[config.mk]
export PLATFORM = sky130hd
export DESIGN_NAME = ffha_ctrl
export DESIGN_NICKNAME = d
export VERILOG_FILES = /design/src/hdl/ffha_pkg.sv /design/src/hdl/ffha_ctrl.sv
export SDC_FILE = /design/constraint.sdc
export NUM_CORES = 1
export LEC_CHECK = 0
export ABC_AREA = 1
export ABC_CLOCK_PERIOD_IN_PS = 2100
export BUFFER_PORTS_ARGS = -buffer_cell sky130_fd_sc_hd__buf_2
export CAP_MARGIN = 20
export CORE_MARGIN = 1.5
export CORE_UTILIZATION = 50
export DETAILED_ROUTE_END_ITERATION = 12
export PLACE_DENSITY_LB_ADDON = 0.3
export SYNTH_ARGS = -nofsm -noshare
export SYNTH_HDL_FRONTEND = slang
export SYNTH_SLANG_ARGS = --single-unit
[constraint.sdc]
create_clock -name clk -period 2.1 [get_ports clk]
set_input_delay 0.105 -clock clk [delete_from_list [all_inputs] [get_ports clk]]
set_output_delay 0.105 -clock clk [all_outputs]
set_load 0.05 [all_outputs]
[src/hdl/ffha_pkg.sv]
package ffha_pkg;

  localparam int HEAP_BYTES_DEF   = 65536;
  localparam int WORD_BYTES_DEF   = 8;
  localparam int HEADER_BYTES_DEF = 32;

  localparam int REQ_W    = 16;
  localparam int ADDR_W   = 16;
  localparam int SIZE_W   = 16;
  localparam int GM_W     = 5;
  localparam int LIM_W    = 17;
  localparam int CFG_W    = 17;
  localparam int CFG_IDX_W = 1;
  localparam int X_W      = REQ_W + 1;

  localparam logic [GM_W-1:0]  GM_RESET  = GM_W'(4);
  localparam logic [LIM_W-1:0] LIM_RESET = LIM_W'(65536);

  localparam logic [CFG_IDX_W-1:0] CFG_GROWTH = 1'b0;
  localparam logic [CFG_IDX_W-1:0] CFG_LIMIT  = 1'b1;

  localparam logic MODE_FREE = 1'b1;

  typedef enum logic [4:0] {
    OP_NONE,
    OP_LOAD,
    OP_DIV,
    OP_PREP,
    OP_PREP2,
    OP_RD_HEAD,
    OP_WALK,
    OP_GROW_HDR,
    OP_GROW_LINK,
    OP_SPLIT_REM,
    OP_SPLIT_IDX,
    OP_FR_MARK,
    OP_FR_RD,
    OP_MN_CHK,
    OP_MN_WRITE,
    OP_MP_CHK,
    OP_MP_WRITE,
    OP_FINISH
  } dp_op_t;

  typedef struct packed {
    dp_op_t op;
    logic   ok;
  } dp_cmd_t;

  typedef struct packed {
    logic mode_free;
    logic free_ok;
    logic started;
    logic grow_ok;
    logic mult_gt1;
    logic walk_found;
    logic walk_end;
    logic walk_limit;
    logic rd_free;
    logic nx_null;
    logic pv_null;
    logic out_free;
  } dp_status_t;

endpackage

[src/hdl/ffha_ctrl.sv]
module ffha_ctrl import ffha_pkg::*; (
  input  logic       clk,
  input  logic       rst_n,
  input  logic       in_valid,
  output logic       in_ready,
  input  dp_status_t stat,
  output dp_cmd_t    cmd
);

  typedef enum logic [19:0] {
    S_IDLE       = 20'h00001,
    S_DIV        = 20'h00002,
    S_PREP       = 20'h00004,
    S_PREP2      = 20'h00008,
    S_FREE_CHK   = 20'h00010,
    S_FR_MARK    = 20'h00020,
    S_FR_RD      = 20'h00040,
    S_MN_CHK     = 20'h00080,
    S_MN_EVAL    = 20'h00100,
    S_MP_RD      = 20'h00200,
    S_MP_CHK     = 20'h00400,
    S_MP_EVAL    = 20'h00800,
    S_WALK_START = 20'h01000,
    S_WALK       = 20'h02000,
    S_GROW_FIRST = 20'h04000,
    S_GROW_TAIL  = 20'h08000,
    S_GROW_LINK  = 20'h10000,
    S_SPLIT_REM  = 20'h20000,
    S_SPLIT_IDX  = 20'h40000,
    S_FINISH     = 20'h80000
  } state_t;

  state_t state_r, state_nxt;
  logic   ok_r, ok_nxt;

  assign in_ready = state_r == S_IDLE;

  always_comb begin
    state_nxt = state_r;
    ok_nxt    = ok_r;
    cmd.op    = OP_NONE;
    cmd.ok    = ok_r;
    case (state_r)
      S_IDLE: begin
        if (in_valid) begin
          cmd.op    = OP_LOAD;
          state_nxt = S_DIV;
        end
      end
      S_DIV: begin
        cmd.op    = OP_DIV;
        state_nxt = stat.mode_free ? S_FREE_CHK : S_PREP;
      end
      S_FREE_CHK: begin
        ok_nxt    = 1'b0;
        state_nxt = stat.free_ok ? S_FR_MARK : S_FINISH;
      end
      S_FR_MARK: begin
        cmd.op    = OP_FR_MARK;
        state_nxt = S_FR_RD;
      end
      S_FR_RD: begin
        cmd.op    = OP_FR_RD;
        state_nxt = S_MN_CHK;
      end
      S_MN_CHK: begin
        cmd.op    = OP_MN_CHK;
        state_nxt = stat.nx_null ? S_MP_RD : S_MN_EVAL;
      end
      S_MN_EVAL: begin
        cmd.op    = stat.rd_free ? OP_MN_WRITE : OP_NONE;
        state_nxt = S_MP_RD;
      end
      S_MP_RD: begin
        cmd.op    = OP_FR_RD;
        state_nxt = S_MP_CHK;
      end
      S_MP_CHK: begin
        cmd.op    = OP_MP_CHK;
        ok_nxt    = 1'b1;
        state_nxt = stat.pv_null ? S_FINISH : S_MP_EVAL;
      end
      S_MP_EVAL: begin
        cmd.op    = stat.rd_free ? OP_MP_WRITE : OP_NONE;
        ok_nxt    = 1'b1;
        state_nxt = S_FINISH;
      end
      S_PREP: begin
        cmd.op    = OP_PREP;
        state_nxt = S_PREP2;
      end
      S_PREP2: begin
        cmd.op = OP_PREP2;
        state_nxt = stat.started ? S_WALK_START : S_GROW_FIRST;
      end
      S_WALK_START: begin
        cmd.op    = OP_RD_HEAD;
        state_nxt = S_WALK;
      end
      S_WALK: begin
        cmd.op = OP_WALK;
        if (stat.walk_found) begin
          state_nxt = S_SPLIT_REM;
        end else if (stat.walk_end) begin
          ok_nxt    = 1'b0;
          state_nxt = stat.grow_ok ? S_GROW_TAIL : S_FINISH;
        end else if (stat.walk_limit) begin
          ok_nxt    = 1'b0;
          state_nxt = S_FINISH;
        end
      end
      S_GROW_FIRST: begin
        if (stat.grow_ok) begin
          cmd.op    = OP_GROW_HDR;
          ok_nxt    = 1'b1;
          state_nxt = stat.mult_gt1 ? S_SPLIT_REM : S_FINISH;
        end else begin
          ok_nxt    = 1'b0;
          state_nxt = S_FINISH;
        end
      end
      S_GROW_TAIL: begin
        cmd.op    = OP_GROW_HDR;
        state_nxt = S_GROW_LINK;
      end
      S_GROW_LINK: begin
        cmd.op    = OP_GROW_LINK;
        ok_nxt    = 1'b1;
        state_nxt = stat.mult_gt1 ? S_SPLIT_REM : S_FINISH;
      end
      S_SPLIT_REM: begin
        cmd.op    = OP_SPLIT_REM;
        state_nxt = S_SPLIT_IDX;
      end
      S_SPLIT_IDX: begin
        cmd.op    = OP_SPLIT_IDX;
        ok_nxt    = 1'b1;
        state_nxt = S_FINISH;
      end
      S_FINISH: begin
        if (stat.out_free) begin
          cmd.op    = OP_FINISH;
          state_nxt = S_IDLE;
        end
      end
      default: state_nxt = S_IDLE;
    endcase
  end

  always_ff @(posedge clk) begin
    if (!rst_n) begin
      state_r <= S_IDLE;
      ok_r    <= 1'b0;
    end else begin
      state_r <= state_nxt;
      ok_r    <= ok_nxt;
    end
  end

endmodule

======== Yosys cells after proc, flatten, opt, wreduce, memory -nomap -nowiden ========
Index checks and enable logic that the tools add are counted.
word-level totals
  register bits ........................... 21
  bits of input ports ..................... 15
  output and inout port bits .............. 7
  logic and storage cells ................. 58
cells by class
  equality and inequality tests ........... 25
  muxes and demuxes ....................... 25
  reduce and logical (&&, ||, !) cells .... 6
operators by type and width
  kind                  number
  $pmux 20 s19          1
  $mux 20               10
  $pmux 5 s18           1
  $eq 20x1->1 const B   1
  $eq 20x10->1 const B  1
  $eq 20x11->1 const B  1
  $eq 20x12->1 const B  1
  $eq 20x13->1 const B  1
  $eq 20x14->1 const B  1
  $eq 20x15->1 const B  1
  $eq 20x16->1 const B  1
  $eq 20x17->1 const B  1
  $eq 20x18->1 const B  1
  $eq 20x19->1 const B  1
  $eq 20x2->1 const B   1
  $eq 20x20->1 const B  1
  $eq 20x3->1 const B   1
  $eq 20x4->1 const B   1
  $eq 20x5->1 const B   1
  $eq 20x6->1 const B   1
  $eq 20x7->1 const B   1
  $eq 20x8->1 const B   1
  $eq 20x9->1 const B   1
  $mux 15               1
  other kinds (13)      23

======== Longest topological paths before layout ========
  depth in word-level cells ............... 4
  depth in mapped cells ................... 12
  mapped depth without buffers ............ 11

======== Worst setup path after synthesis ========
No wires, ideal clock.
  path kind ............................... register to output
  start ................................... register state_r[4]
  end ..................................... output port cmd[5] (netlist bit)
  arrival time ............................ 2.056 ns
  required time ........................... 1.995 ns
  slack ................................... -0.061 ns
  cell stages (with the launch flop) ...... 7
  buffers on the path ..................... 1
  cells stage by stage .................... dfxtp_1 nor2_2 nand2_2 nor2_4 buf_6 nand3_1 o21ai_0
RTL lines
  what                      line              source
  start: declaration        ffha_ctrl.sv:33   state_t state_r, state_nxt;
  start signal: assignment  ffha_ctrl.sv:155  state_r <= state_nxt;
  end: declaration          ffha_ctrl.sv:7    output dp_cmd_t cmd

==> metrics.cfg <==
[floorplan]
core_sq_mm = 0.00283
dieArea_sq_mm = 0.00342
io_pins = 22
die_y_microns = 58.5
num_rows = 19
die_width_microns = 58.5
initial_core_util = 0.544

[synthesis]
synthCells = 244
synth_fp_nets = 259
ys_ff_latch = 21
synth_edf_count = 0
ys_warn_count = 0
yosysTopAreaCell = dfxtp_1
synth_cell_types = 26
synthesis.area_sq_mm = 0.00154
seq_area_frac_synth = 0.273
async_flop_share = 0
yosysMostFrequentCell = nand2_1
synth_ff_type = dfxtp_1
syn_avg_cell_area_sq_um = 6.31
netlist.area_leader.share = 0.273
synth_area_leaders = dfxtp_1 27%, nand2_1 11%, inv_1 11%
synth_commonest_cells = 46 x nand2_1, 45 x inv_1, 27 x nor2_1

[final_layout]
final_core_util = 0.629
num_antenna_cells = 0
drive_gt1_frac = 0.240
nNetsFinal = 287
syn_to_final_growth_pct = 15.5
fillers = 256
postLayoutCellArea_sq_mm = 0.00178

[run_status]
outcome = finished clean

[detailed_routing]
drt_pass1_iterations = 5
route.detailed.drc = 0
vias_per_cell = 5.45
wl_per_cell_microns = 12.9
totalWireLength_microns = 3900
vias = 1646
drt_iter0_markers = 141
ant_nets = 0

[timing]
rsz0062_at_grt = false
whs_ns = 0.0315
fin_setup_tns_ns = 0
worstMarginPinSlew_ns = 0.517
final-max-slew-violation-count = 0
maxSlewHeadroom = 0.655
hold_viol_final = 0
fin_crit_ns = 2.05
max_freq_mhz = 488
setup_viol = 0
period_share = 0.976
fin_skew_ns = 0.0167

[critical_path]
cp.required_ns = 2.00
cp-end-kind = output pin
arrival_ns = 1.94
critPathKind = flop to output pin
cp-start-kind = flop
critPathMaxFanout = 7

[place]
dp_hpwl_microns = 3000
gp_congestion = 0.976
placed_area_sq_mm = 0.00165
portBuffers = 21

[pwr]
comb_power_share = 0.586
power_density_mw_per_mm2 = 909
p_int_w = 0.000807
swShare = 0.501
power_frac_seq = 0.289
pwr-share-clk = 0.125
ir_worst_vdd_mv = 0.374
leakagePower_nw = 1.00
switchingPower_w = 0.000810

[global_routing]
grt_overflow = 0
grt_pass1_vias = 1514
grt_antenna_before_repair = 0
grt_pass1_wl_microns = 6360
grt_max_degree = 14
track_usage = 0.242

[cts]
root_buffer = clkbuf_4
cts_buffers = 3
clockBufferDepth = 2
cts_tree = yes
clk_pin_slew_ns = 0.13
htree_num_levels = 1
cts_sinks = 21
clock_latency_ns = 0.31

[min_path]
hold_path_class = primary input to flop

[job]
drv_cap = 0

-- through the flow --
stage          power [W]  instances  setup slack [ns]
2_1_floorplan    0.00118        244             0.316
3_3_place_gp     0.00129        291             0.239
3_5_place_dp     0.00130        291             0.245
4_1_cts          0.00157        302            0.0312
5_1_grt          0.00172        302           0.00488
6_report         0.00162        302            0.0503
-- placed cells by master, fill, tap and decap left out, drive strengths merged --
master,synthesis,routed
a21oi,7,7
and2,1,1
buf,3,25
clkbuf,2,4
clkinv,2,2
dfxtp,21,21
dlygate4sd3,0,3
inv,46,46
nand2,54,54
nand3,27,27
nand3b,1,1
nand4,12,12
nor2,40,40
nor3,21,21
nor3b,1,1
nor4,1,1
o21a,1,1
o21ai,4,4
-- power by group through the flow --
stage          sequential, W  combinational, W  clock (W)
6_report            0.000467          0.000948   0.000203
5_1_grt             0.000474           0.00102   0.000228
4_1_cts             0.000463          0.000895   0.000208
3_5_place_dp        0.000472          0.000827          0
3_3_place_gp        0.000470          0.000821          0
2_1_floorplan       0.000467          0.000712          0
-- registers in the layout (all words and copies together) (netlist names) --
name / count
ok_r: 1
state_r: 20
-- critical path: stages (launching register included) --
cell,delay [ns]
dfxtp_1,0.35
nor2_2,0.15
nand2_2,0.12
nor2_4,0.22
nand3_1,0.20
nor2_2,0.19
nor2_1,0.09
nand3_1,0.14
buf_6,0.18
-- what timing repair did --
item,CTS,global route
gates resized for setup,4,15
setup endpoints to repair,4,5
pin swaps,1,2
hold buffers,3,0
hold endpoints to repair,3,0
buffers inserted,4,0
-- metal layers --
| layer | track usage | up-vias | part of all wire |
|---|---|---|---|
| li1 | - | 833 | - |
| met1 | 0.337 | 716 | 0.44 |
| met2 | 0.382 | 87 | 0.45 |
| met3 | 0.0374 | 10 | 0.096 |
| met4 | 0.0797 | 0 | 0.015 |
| met5 | 0 | - | 0 |
-- cells by family (layout without fill, tap and decap cells) --
kind of cell	Yosys count	after routing	synth area share
flip-flops	21	21	0.273
AND/OR/NAND/NOR	158	158	0.543
buffers and inverters	53	80	0.143
AO/OA/AOI/OAI	12	12	0.0406
-- worst paths after layout --
path	end	startpoint	slack, ns	cells past startpoint
setup / recovery	cmd[3]	state_r[4]$_SDFFE_PN0P_	0.05	8
setup reg to reg	state_r[19]$_SDFFE_PN0P_	state_r[1]$_SDFFE_PN0P_	0.22	11
hold reg to reg	ok_r$_SDFFE_PN0P_	ok_r$_SDFFE_PN0P_	0.51	2
hold / removal	state_r[15]$_SDFFE_PN0P_	stat[6]	0.03	2
-- cell type report --
class	instances	area, sq um	area share
Sequential cell	21	420	0.236
Multi-Input combinational cell	170	922	0.518
Timing Repair Buffer	28	189	0.106
Inverter	48	183	0.103
Tap cell	31	38.8	0.0218
Clock buffer	4	26.3	0.0148
Power figures use the tool's default switching activity.
